**src/rtl/ffha_pkg.sv**
```systemverilog
// Shared types, widths and codes for the first-fit heap allocator.
// Used by the controller, the datapath and the top level; depends on nothing.
`timescale 1ns / 1ps

package ffha_pkg;

   localparam int ADDR_W          = 48;
   localparam int LEN_W           = 41;
   localparam int STAT_W          = 3;
   localparam int SEG_DEPTH       = 1024;
   localparam int IDX_W           = $clog2(SEG_DEPTH);
   localparam int CNT_W           = $clog2(SEG_DEPTH + 1);
   localparam int WIDE_W          = LEN_W + 2;
   localparam int HEADER_BYTES    = 24;
   localparam int GRANULE_BYTES   = 16;
   localparam logic [ADDR_W-1:0] HEAP_BASE_RESET = ADDR_W'(64'h40_0000);

   typedef enum logic [STAT_W-1:0] {
      ST_OK         = 3'd0,
      ST_ZERO_SIZE  = 3'd1,
      ST_NO_MEMORY  = 3'd2,
      ST_BAD_ADDR   = 3'd3,
      ST_NOT_SEG    = 3'd4,
      ST_DOUBLE     = 3'd5,
      ST_TABLE_FULL = 3'd6
   } status_type;

   typedef enum logic {
      CSR_HEAP_BASE  = 1'b0,
      CSR_HEAP_BYTES = 1'b1
   } csr_index_type;

   typedef enum logic [1:0] {
      RS_IDX  = 2'd0,
      RS_NEXT = 2'd1,
      RS_SRC  = 2'd2
   } rd_sel_type;

   typedef enum logic [2:0] {
      WK_NONE      = 3'd0,
      WK_SHIFT     = 3'd1,
      WK_REMAINDER = 3'd2,
      WK_ALLOC_SZ  = 3'd3,
      WK_ALLOC_CUR = 3'd4,
      WK_APPEND    = 3'd5,
      WK_MERGE     = 3'd6
   } wr_kind_type;

   typedef struct packed {
      logic               operation;
      logic [LEN_W-1:0]   request_bytes;
      logic [ADDR_W-1:0]  release_address;
   } req_type;

   typedef struct packed {
      logic [ADDR_W-1:0]  payload_address;
      logic [STAT_W-1:0]  status;
      logic [LEN_W-1:0]   used_total;
      logic [LEN_W-1:0]   free_total;
   } rsp_type;

   typedef struct packed {
      logic [LEN_W-1:0]   len;
      logic               free;
   } seg_type;

   typedef struct packed {
      logic         latch_req;
      logic         prep;
      logic         scan_init;
      logic         scan_adv;
      logic         hit_latch;
      logic         addr_latch;
      logic         rem_latch;
      logic         shift_init_up;
      logic         shift_step_up;
      logic         shift_init_down;
      logic         shift_step_down;
      logic         merge_next;
      logic         merge_prev;
      logic         count_inc;
      logic         count_sub;
      logic         used_add_cur;
      logic         used_add_size;
      logic         used_sub_cur;
      logic         set_status;
      status_type   status_code;
      logic         rd_en;
      rd_sel_type   rd_sel;
      wr_kind_type  wr_kind;
      logic         rsp_load;
   } cmd_type;

   typedef struct packed {
      logic is_free_op;
      logic zero;
      logic big;
      logic bad;
      logic at_end;
      logic alloc_hit;
      logic addr_match;
      logic rd_free;
      logic split_ok;
      logic up_empty;
      logic up_last;
      logic table_full;
      logic append_fits;
      logic next_exists;
      logic down_empty;
   } stat_type;

endpackage

```
**src/rtl/ffha_ctrl.sv**
```systemverilog
// Sequencer of the allocator: walks the segment table through the datapath,
// runs the shift passes and hands off the result word. Uses ffha_pkg.
`timescale 1ns / 1ps

module ffha_ctrl import ffha_pkg::*; (
   input  logic     clock,
   input  logic     reset,
   input  stat_type stat,
   output cmd_type  cmd,
   input  logic     req_valid,
   output logic     req_stall,
   output logic     rsp_valid,
   input  logic     rsp_stall
);

   typedef enum logic [18:0] {
      S_IDLE      = 19'b1 << 0,
      S_PREP      = 19'b1 << 1,
      S_CLASSIFY  = 19'b1 << 2,
      S_SCAN_RD   = 19'b1 << 3,
      S_SCAN_EV   = 19'b1 << 4,
      S_ALLOC_HIT = 19'b1 << 5,
      S_SHUP_RD   = 19'b1 << 6,
      S_SHUP_WR   = 19'b1 << 7,
      S_SPLIT_WR  = 19'b1 << 8,
      S_ALLOC_WR  = 19'b1 << 9,
      S_NOFIT     = 19'b1 << 10,
      S_FREE_HIT  = 19'b1 << 11,
      S_NEXT_RD   = 19'b1 << 12,
      S_NEXT_EV   = 19'b1 << 13,
      S_PREV_CHK  = 19'b1 << 14,
      S_MERGE_WR  = 19'b1 << 15,
      S_SHDN_RD   = 19'b1 << 16,
      S_SHDN_WR   = 19'b1 << 17,
      S_RESP      = 19'b1 << 18
   } state_type;

   state_type state_ff, state_in;
   logic      rsp_valid_ff, rsp_valid_in;

   always_comb begin
      state_in        = state_ff;
      cmd             = '0;
      cmd.status_code = ST_OK;
      cmd.rd_sel      = RS_IDX;
      cmd.wr_kind     = WK_NONE;
      unique case (state_ff)
         S_IDLE: begin
            if (req_valid) begin
               cmd.latch_req = 1'b1;
               state_in      = S_PREP;
            end
         end
         S_PREP: begin
            cmd.prep = 1'b1;
            state_in = S_CLASSIFY;
         end
         S_CLASSIFY: begin
            cmd.set_status = 1'b1;
            if (!stat.is_free_op && stat.zero) begin
               cmd.status_code = ST_ZERO_SIZE;
               state_in        = S_RESP;
            end else if (!stat.is_free_op && stat.big) begin
               cmd.status_code = ST_NO_MEMORY;
               state_in        = S_RESP;
            end else if (stat.is_free_op && stat.bad) begin
               cmd.status_code = ST_BAD_ADDR;
               state_in        = S_RESP;
            end else begin
               cmd.set_status = 1'b0;
               cmd.scan_init  = 1'b1;
               state_in       = S_SCAN_RD;
            end
         end
         S_SCAN_RD: begin
            if (stat.at_end) begin
               if (stat.is_free_op) begin
                  cmd.set_status  = 1'b1;
                  cmd.status_code = ST_NOT_SEG;
                  state_in        = S_RESP;
               end else begin
                  state_in = S_NOFIT;
               end
            end else begin
               cmd.rd_en = 1'b1;
               state_in  = S_SCAN_EV;
            end
         end
         S_SCAN_EV: begin
            if (!stat.is_free_op && stat.alloc_hit) begin
               cmd.hit_latch  = 1'b1;
               cmd.addr_latch = 1'b1;
               state_in       = S_ALLOC_HIT;
            end else if (stat.is_free_op && stat.addr_match) begin
               if (stat.rd_free) begin
                  cmd.set_status  = 1'b1;
                  cmd.status_code = ST_DOUBLE;
                  state_in        = S_RESP;
               end else begin
                  cmd.hit_latch = 1'b1;
                  state_in      = S_FREE_HIT;
               end
            end else begin
               cmd.scan_adv = 1'b1;
               state_in     = S_SCAN_RD;
            end
         end
         S_ALLOC_HIT: begin
            if (stat.split_ok) begin
               cmd.rem_latch     = 1'b1;
               cmd.shift_init_up = 1'b1;
               state_in          = stat.up_empty ? S_SPLIT_WR : S_SHUP_RD;
            end else begin
               cmd.wr_kind      = WK_ALLOC_CUR;
               cmd.used_add_cur = 1'b1;
               cmd.set_status   = 1'b1;
               state_in         = S_RESP;
            end
         end
         S_SHUP_RD: begin
            cmd.rd_en  = 1'b1;
            cmd.rd_sel = RS_SRC;
            state_in   = S_SHUP_WR;
         end
         S_SHUP_WR: begin
            cmd.wr_kind = WK_SHIFT;
            if (stat.up_last) begin
               state_in = S_SPLIT_WR;
            end else begin
               cmd.shift_step_up = 1'b1;
               state_in          = S_SHUP_RD;
            end
         end
         S_SPLIT_WR: begin
            cmd.wr_kind = WK_REMAINDER;
            state_in    = S_ALLOC_WR;
         end
         S_ALLOC_WR: begin
            cmd.wr_kind       = WK_ALLOC_SZ;
            cmd.count_inc     = 1'b1;
            cmd.used_add_size = 1'b1;
            cmd.set_status    = 1'b1;
            state_in          = S_RESP;
         end
         S_NOFIT: begin
            cmd.set_status = 1'b1;
            state_in       = S_RESP;
            if (stat.table_full) begin
               cmd.status_code = ST_TABLE_FULL;
            end else if (!stat.append_fits) begin
               cmd.status_code = ST_NO_MEMORY;
            end else begin
               cmd.addr_latch    = 1'b1;
               cmd.wr_kind       = WK_APPEND;
               cmd.count_inc     = 1'b1;
               cmd.used_add_size = 1'b1;
            end
         end
         S_FREE_HIT: begin
            cmd.used_sub_cur = 1'b1;
            state_in         = stat.next_exists ? S_NEXT_RD : S_PREV_CHK;
         end
         S_NEXT_RD: begin
            cmd.rd_en  = 1'b1;
            cmd.rd_sel = RS_NEXT;
            state_in   = S_NEXT_EV;
         end
         S_NEXT_EV: begin
            cmd.merge_next = 1'b1;
            state_in       = S_PREV_CHK;
         end
         S_PREV_CHK: begin
            cmd.merge_prev = 1'b1;
            state_in       = S_MERGE_WR;
         end
         S_MERGE_WR: begin
            cmd.wr_kind         = WK_MERGE;
            cmd.shift_init_down = 1'b1;
            state_in            = S_SHDN_RD;
         end
         S_SHDN_RD: begin
            if (stat.down_empty) begin
               cmd.count_sub  = 1'b1;
               cmd.set_status = 1'b1;
               state_in       = S_RESP;
            end else begin
               cmd.rd_en  = 1'b1;
               cmd.rd_sel = RS_SRC;
               state_in   = S_SHDN_WR;
            end
         end
         S_SHDN_WR: begin
            cmd.wr_kind         = WK_SHIFT;
            cmd.shift_step_down = 1'b1;
            state_in            = S_SHDN_RD;
         end
         S_RESP: begin
            // The previous word may still be waiting; load only once it has gone.
            if (!rsp_valid_ff || !rsp_stall) begin
               cmd.rsp_load = 1'b1;
               state_in     = S_IDLE;
            end
         end
         default: begin
            state_in = S_IDLE;
         end
      endcase
   end

   assign rsp_valid_in = cmd.rsp_load | (rsp_valid_ff & rsp_stall);

   always_ff @(posedge clock) begin
      if (reset) begin
         state_ff     <= S_IDLE;
         rsp_valid_ff <= 1'b0;
      end else begin
         state_ff     <= state_in;
         rsp_valid_ff <= rsp_valid_in;
      end
   end

   assign req_stall = (state_ff != S_IDLE);
   assign rsp_valid = rsp_valid_ff;

endmodule

```
**config.mk**
```make
export PLATFORM = sky130hd
export DESIGN_NAME = ffha_ctrl
export DESIGN_NICKNAME = d
export VERILOG_FILES = /design/src/rtl/ffha_pkg.sv /design/src/rtl/ffha_ctrl.sv
export SDC_FILE = /design/constraint.sdc
export NUM_CORES = 1
export LEC_CHECK = 0
export BUFFER_PORTS_ARGS = -buffer_cell sky130_fd_sc_hd__buf_2
export CORE_AREA = 2 2 55 57
export DETAILED_ROUTE_END_ITERATION = 10
export DIE_AREA = 0 0 57 59
export GPL_TIMING_DRIVEN = 0
export PLACE_DENSITY = 0.84
export SYNTH_ARGS = -nofsm -noshare
export SYNTH_HDL_FRONTEND = slang
export SYNTH_SLANG_ARGS = --single-unit
```
**constraint.sdc**
```tcl
create_clock -name clock -period 4.8 [get_ports clock]
set_input_delay 0.72 -clock clock [delete_from_list [all_inputs] [get_ports clock]]
set_output_delay 0.72 -clock clock [all_outputs]
set_load 0.005 [all_outputs]
```
==> impl_metrics.sql, run 1 <==
INSERT INTO impl_metrics (metric_group, metric, value, unit) VALUES
('run_status', 'outcome', 'complete, no violations', ''),
('die', 'die_y_extent', '59', 'um'),
('yosys', 'yosys.area.top_type_share', '0.2752', ''),
('critical_path', 'cpMaxStageDelayCell', 'sky130_fd_sc_hd__nor4_1', ''),
('critical_path', 'cp-startpoint', 'state_ff[13]', ''),
('clock_tree', 'clkSlewWorstSetupHoldPaths', '0.10', 'ns'),
('timing', 'tightest_slew', '0.7729', 'ns'),
('die', 'floorplan.io_pins', '50', ''),
('detailed_routing', 'postRouteAntennaNets', '0', ''),
('timing', 'max_freq', '305.3', 'MHz'),
('clock_tree', 'htreeDepth', '1', ''),
('clock_tree', 'clock_tree_from_tritoncts', 'yes', ''),
('detailed_routing', 'avgRoutedWirePerCell', '14.00', 'um'),
('die', 'placeableCoreArea', '2710', 'um2'),
('placement', 'routabilityCongestion', '0.8782', ''),
('die', 'initial_utilization', '0.5369', ''),
('min_path', 'worst_hold_path_class', 'flop to flop', ''),
('yosys', 'synth_warnings', '0', ''),
('critical_path', 'worst_setup_path_start_kind', 'flop', ''),
('yosys', 'post_synth_num_cell_types', '53', ''),
('run', 'maxCapViolations', '0', ''),
('yosys', 'ys_async_sr_fraction', '0', ''),
('clock_tree', 'cts.repair.resized', '0', ''),
('clock_tree', 'post-cts-setup-buffer-count', '0', ''),
('die', 'die_w', '57', 'um'),
('global_routing', 'grt_start_max_net_pins', '12', ''),
('min_path', 'worstHoldStart', 'rsp_valid', ''),
('timing', 'timing.clock.skew', '0.009986', 'ns'),
('placement', 'port-buffer-count', '48', ''),
('clock_tree', 'cts.hold.buffers_added', '0', ''),
('detailed_routing', 'drtPass1Iterations', '4', ''),
('critical_path', 'worstPathRequired', '4.08', 'ns'),
('critical_path', 'endpoint_kind', 'output port', ''),
('yosys', 'synth_seq_area_share', '0.2752', ''),
('clock_tree', 'ctsLongestPathBuffers', '2', ''),
('global_routing', 'gr-total-overflow', '0', ''),
('timing', 'period_needed', '3.275', 'ns'),
('timing', 'worst_case_headroom_to_the_max_slew_limit', '0.4800', ''),
('timing', 'final_max_slew_viol_count', '0', ''),
('detailed_routing', 'detailroute.via_count', '1601', ''),
('min_path', 'min_path_cells', '2', ''),
('critical_path', 'timing.critical_path.buf_inv', '2', ''),
('yosys', 'post_synth.cell_area_avg', '7.462', 'um2'),
('timing', 'fin_hold_ws', '0.5325', 'ns'),
('yosys', 'ys_ff_latch', '20', ''),
('critical_path', 'worst_r2r_startpoint', 'state_ff[13]', ''),
('detailed_routing', 'drt_drc_violations_left', '0', ''),
('yosys', 'ys_dominant_reg_cell', 'sky130_fd_sc_hd__dfxtp_1', ''),
('critical_path', 'cp_cell_sequence', 'buf_4 > nor4_1 > nand2_1 > or2_2 > or3b_1 > nand3_1 > buf_2', ''),
('power_and_ir_drop', 'pd_cells', '185.3', 'nW/um2'),
('critical_path', 'arrival', '2.56', 'ns'),
('final_layout', 'final_core_utilization', '0.6533', ''),
('final_layout', 'final_cell_count_no_fill', '278', ''),
('placement', 'dp_hpwl', '3.144', 'mm'),
('final_layout', 'final_common_cell', 'sky130_fd_sc_hd__buf_2', ''),
('yosys', 'cell_count_after_synthesis', '195', ''),
('clock_tree', 'source_to_sink_clock_delay_at_the_later_pin_of_the_worst_skew_pair', '0.32', 'ns'),
('detailed_routing', 'detailedRoute.firstIterationViolations', '79', ''),
('critical_path', 'worst-setup-path-type', 'flop to output port', ''),
('die', 'floorplan.die_area', '3363', 'um2'),
('placement', 'dp_cells', '274', ''),
('die', 'floorplan.rows', '19', ''),
('global_routing', 'antenna_found_initial', '0', ''),
('final_layout', 'final.fill_count', '251', ''),
('global_routing', 'grt_usage', '0.2545', ''),
('yosys', 'netlist_area', '1455', 'um2'),
('yosys', 'post-synth-top-area-cell', 'sky130_fd_sc_hd__dfxtp_1', ''),
('global_routing', 'grt_pass1_vias', '1484', ''),
('global_routing', 'grt_pass1_wl', '6.617', 'mm'),
('yosys', 'synth.area.top_cells', 'sky130_fd_sc_hd__dfxtp_1 28%, sky130_fd_sc_hd__nor2_1 7.7%, sky130_fd_sc_hd__nand2_1 4.4%', ''),
('final_layout', 'antenna_cells', '0', '');
[area by class of cell]
class                           instances  area [um2]  area share
Timing Repair Buffer                   48       240.2      0.1357
Multi-Input combinational cell        155       952.2      0.5378
Inverter                                9       33.78     0.01908
Tap cell                               31       38.79     0.02191
Clock buffer                            4       36.28     0.02049
Buffer                                 11       68.82     0.03887
Sequential cell                        20       400.4      0.2261
[power breakdown]
group          total, uW  switching, uW  internal (uW)
sequential           170           2.07            168
clock                101           54.3           46.5
combinational       57.4           34.3           23.1
total                328           90.7            237
[stage by stage]
stage                     worst slack, ns  total power, uW  instance area, um2
after floorplan                     2.202            210.0                1455
after global placement              1.952            229.2                1734
after detailed placement            1.929            230.3                1734
after CTS                           1.576            328.9                1770
after global routing                1.382            347.0                1770
final                               1.525            328.1                1770
[state kept, by name, indices dropped and copies added, names as in the netlist]
register   flops
state_ff      19
rsp_valid      1
[cell families after synthesis]
logic type / Yosys count / synth area share
buf+inv: 20 / 0.07050
xor+xnor: 5 / 0.03009
mux: 1 / 0.006879
compound gates: 25 / 0.1230
simple gates: 124 / 0.4944
flops: 20 / 0.2751
[tightest hold or removal path, delay by kind of cell, from the launching register on]
kind | cells | cell delay [ns]
AOI/OAI and AO/OA | 1 | 0.07
DFF | 1 | 0.33
and+or+nand+nor | 1 | 0.09
[cells in the mapped netlist, types with 2 or more instances]
cell,count
sky130_fd_sc_hd__a21oi_1,8
sky130_fd_sc_hd__buf_4,3
sky130_fd_sc_hd__buf_6,2
sky130_fd_sc_hd__clkbuf_1,5
sky130_fd_sc_hd__dfxtp_1,20
sky130_fd_sc_hd__inv_1,9
sky130_fd_sc_hd__nand2_1,17
sky130_fd_sc_hd__nand2b_1,7
sky130_fd_sc_hd__nand3_1,9
sky130_fd_sc_hd__nand4_1,2
sky130_fd_sc_hd__nor2_1,30
sky130_fd_sc_hd__nor2b_1,7
sky130_fd_sc_hd__nor3_1,9
sky130_fd_sc_hd__nor3_2,2
sky130_fd_sc_hd__nor3b_1,6
sky130_fd_sc_hd__nor4_1,10
sky130_fd_sc_hd__o21ai_0,2
sky130_fd_sc_hd__o22ai_1,3
sky130_fd_sc_hd__or3_1,4
sky130_fd_sc_hd__or3b_1,2
sky130_fd_sc_hd__or4_1,2
sky130_fd_sc_hd__xnor2_1,5
[final timing paths]
path,to,slack [ns]
min,rsp_valid,0.53
max,cmd[6],1.52
max reg2reg,state_ff[9],2.40
min reg2reg,rsp_valid,0.53
[layer usage]
layer | part of all wire | vias to the layer above | track usage
met1 | 0.41 | 715 | 0.3211
met3 | 0.068 | 12 | 0.03057
met4 | 0.031 | 0 | 0.1163
met2 | 0.49 | 66 | 0.4368
li1 | - | 808 | -
met5 | 0 | - | 0
Note: power is estimated with default switching activity, not from simulation.
==> run 2: changes to the inputs <==
--- a/config.mk
+++ b/config.mk
@@ -6,11 +6,11 @@
 export NUM_CORES = 1
 export LEC_CHECK = 0
 export BUFFER_PORTS_ARGS = -buffer_cell sky130_fd_sc_hd__buf_2
-export CORE_AREA = 2 2 55 57
+export CORE_AREA = 2 2 57 59
 export DETAILED_ROUTE_END_ITERATION = 10
-export DIE_AREA = 0 0 57 59
+export DIE_AREA = 0 0 59 61
 export GPL_TIMING_DRIVEN = 0
-export PLACE_DENSITY = 0.84
+export PLACE_DENSITY = 0.78
 export SYNTH_ARGS = -nofsm -noshare
 export SYNTH_HDL_FRONTEND = slang
 export SYNTH_SLANG_ARGS = --single-unit
==> constraint.sdc (replaced) <==
create_clock -name clock -period 3.3 [get_ports clock]
set_input_delay 0.495 -clock clock [delete_from_list [all_inputs] [get_ports clock]]
set_output_delay 0.495 -clock clock [all_outputs]
set_load 0.005 [all_outputs]
==> impl_metrics.sql, run 2 (synthesized netlist as in run 1, its figures left out) <==
INSERT INTO impl_metrics (metric_group, metric, value, unit) VALUES
('clock_tree', 'clkSlewWorstSetupHoldPaths', '0.12', 'ns'),
('timing', 'final_worst_slack', '0.2602', 'ns'),
('placement', 'routabilityCongestion', '0.9141', ''),
('critical_path', 'timing.critical_path.buf_inv', '3', ''),
('die', 'die_w', '59', 'um'),
('clock_tree', 'cts-buffers-inserted', '3', ''),
('die', 'floorplan.rows', '20', ''),
('power_and_ir_drop', 'pd_cells', '270.6', 'nW/um2'),
('timing', 'finalSetupViolations', '0', ''),
('timing', 'final_max_slew_viol_count', '0', ''),
('critical_path', 'cpMaxStageDelayCell', 'sky130_fd_sc_hd__nor4_1', ''),
('die', 'placeableCoreArea', '2953', 'um2'),
('critical_path', 'crit_path_max_delay_family', 'simple AND/OR/NAND/NOR gates', ''),
('final_layout', 'largest_register_ff_count', '19', ''),
('clock_tree', 'clock_sinks', '20', ''),
('detailed_routing', 'route.final.wire_length', '3.965', 'mm'),
('critical_path', 'arrival', '2.54', 'ns'),
('clock_tree', 'clock_tree_from_tritoncts', 'yes', ''),
('timing', 'rsz0062_at_grt', 'no', ''),
('timing', 'period_needed', '3.040', 'ns'),
('timing', 'finalCritPeriodShare', '0.9211', ''),
('run', 'maxCapViolations', '0', ''),
('run_status', 'outcome', 'complete, no violations', ''),
('final_layout', 'relative_area_change_from_synthesis_to_final_layout', '21.84', '%'),
('timing', 'timing.clock.skew', '0.001727', 'ns'),
('detailed_routing', 'detailedRoute.firstIterationViolations', '50', ''),
('die', 'die_y_extent', '61', 'um'),
('detailed_routing', 'drtPass1Iterations', '4', ''),
('detailed_routing', 'detail_route.vias_per_cell', '5.618', ''),
('final_layout', 'final_cell_mix', '48 x sky130_fd_sc_hd__buf_2, 30 x sky130_fd_sc_hd__nor2_1, 20 x sky130_fd_sc_hd__dfxtp_1, 17 x sky130_fd_sc_hd__nand2_1, 10 x sky130_fd_sc_hd__nor4_1', ''),
('critical_path', 'worst-setup-path-type', 'flop to output port', ''),
('power_and_ir_drop', 'p_leak', '0.0008658', 'uW'),
('clock_tree', 'ctsLongestPathBuffers', '2', ''),
('detailed_routing', 'drt_drc_violations_left', '0', ''),
('clock_tree', 'post-cts-setup-buffer-count', '0', ''),
('global_routing', 'grt_pass1_vias', '1427', ''),
('final_layout', 'final_common_cell', 'sky130_fd_sc_hd__buf_2', ''),
('detailed_routing', 'avgRoutedWirePerCell', '14.16', 'um'),
('final_layout', 'antenna_cells', '0', ''),
('clock_tree', 'clockRootBuffer', 'sky130_fd_sc_hd__clkbuf_4', ''),
('critical_path', 'worst_setup_path_start_kind', 'flop', ''),
('clock_tree', 'htreeDepth', '1', ''),
('final_layout', 'final.fill_count', '311', ''),
('global_routing', 'antenna_found_initial', '0', ''),
('global_routing', 'grt_start_max_net_pins', '12', ''),
('clock_tree', 'cts.repair.resized', '0', ''),
('die', 'floorplan.io_pins', '50', ''),
('min_path', 'worst_hold_path_class', 'input port to flop', ''),
('die', 'floorplan.die_area', '3599', 'um2'),
('final_layout', 'final_cell_count_no_fill', '280', ''),
('placement', 'port-buffer-count', '48', ''),
('detailed_routing', 'postRouteAntennaNets', '0', ''),
('final_layout', 'layout.nets', '267', ''),
('timing', 'finalHoldViolations', '0', ''),
('timing', 'worst_case_headroom_to_the_max_slew_limit', '0.5110', ''),
('final_layout', 'ff_latch_area', '400.4', 'um2'),
('global_routing', 'grt_pass1_wl', '6.499', 'mm'),
('die', 'initial_utilization', '0.4928', ''),
('placement', 'dp_hpwl', '3.190', 'mm'),
('critical_path', 'critical_path.max_fanout', '7', ''),
('placement', 'preCtsSetupSlack', '0.6518', 'ns'),
('clock_tree', 'source_to_sink_clock_delay_at_the_later_pin_of_the_worst_skew_pair', '0.31', 'ns'),
('critical_path', 'endpoint_kind', 'output port', ''),
('timing', 'max_freq', '329.0', 'MHz'),
('final_layout', 'top_register', 'state_ff', ''),
('power_and_ir_drop', 'vdd_drop_max', '0.1798', 'mV'),
('timing', 'tightest_slew', '0.7268', 'ns'),
('final_layout', 'multi_input_area', '952.2', 'um2'),
('clock_tree', 'cts.hold.buffers_added', '0', ''),
('critical_path', 'worstPathRequired', '2.80', 'ns'),
('global_routing', 'gr-total-overflow', '0', ''),
('critical_path', 'critPathMaxStageDelay', '0.58', 'ns'),
('detailed_routing', 'detailroute.via_count', '1573', ''),
('critical_path', 'cp_cell_sequence', 'clkbuf_1 > or3_1 > nor2_2 > nand3_2 > nor4_1 > buf_4 > buf_2', ''),
('final_layout', 'final_layout_size_suffix_gt1_frac', '0.2874', ''),
('placement', 'dp_cells', '276', ''),
('global_routing', 'grt_usage', '0.2397', ''),
('timing', 'total_neg_setup_slack', '0', 'ns');
run 2: cell counts in the layout (fill, tap and decap cells not counted):
No cell type changed its count.
run 2: final cells by class:
cell class / count / area share
Buffer: 11 / 0.03881
Clock buffer: 4 / 0.02047
Tap cell: 33 / 0.02329
Multi-Input combinational cell: 155 / 0.5371
Inverter: 9 / 0.01905
Timing Repair Buffer: 48 / 0.1355
Sequential cell: 20 / 0.2258
run 2: power by group:
group	internal, uW	switching (uW)
sequential	244	2.78
clock	67.4	81.9
combinational	33.5	49.9
total	345	135
run 2: layer usage:
metal,part of all wire,GRT usage,routed length (um)
met1,0.44,0.3199,1764
met2,0.48,0.4048,1888
met3,0.066,0.03412,261
met4,0.013,0.06818,50
met5,0,0,0
run 2: metrics by stage:
stage                     instance area (um2)  power, uW  hold WS, ns  utilization
after global placement                   1737      334.2       0.4957       0.5881
after detailed placement                 1737      335.1       0.5010       0.5881
final                                    1773      479.7       0.4247       0.6004
after floorplan                          1455      305.5       0.4923            -
after global routing                     1773      501.0       0.4391       0.6004
after CTS                                1773      480.8       0.4201       0.6004
run 2: worst paths after layout:
kind         slack (ns)    startpoint  cells past startpoint     endpoint
max reg2reg        0.91  state_ff[12]                      7  state_ff[9]
min reg2reg        0.52     rsp_valid                      2    rsp_valid
min                0.42     req_valid                      3  state_ff[1]
max                0.26   state_ff[9]                      7      cmd[22]
run 2: worst reg2reg max path: stages, from the launching register on:
cell and delay (ns):
sky130_fd_sc_hd__dfxtp_1 0.34, sky130_fd_sc_hd__buf_6 0.13, sky130_fd_sc_hd__nor4_1 0.65, sky130_fd_sc_hd__nand2_1 0.12
sky130_fd_sc_hd__or3b_2 0.52, sky130_fd_sc_hd__nor2_1 0.20, sky130_fd_sc_hd__or3_1 0.23, sky130_fd_sc_hd__nor4_1 0.07
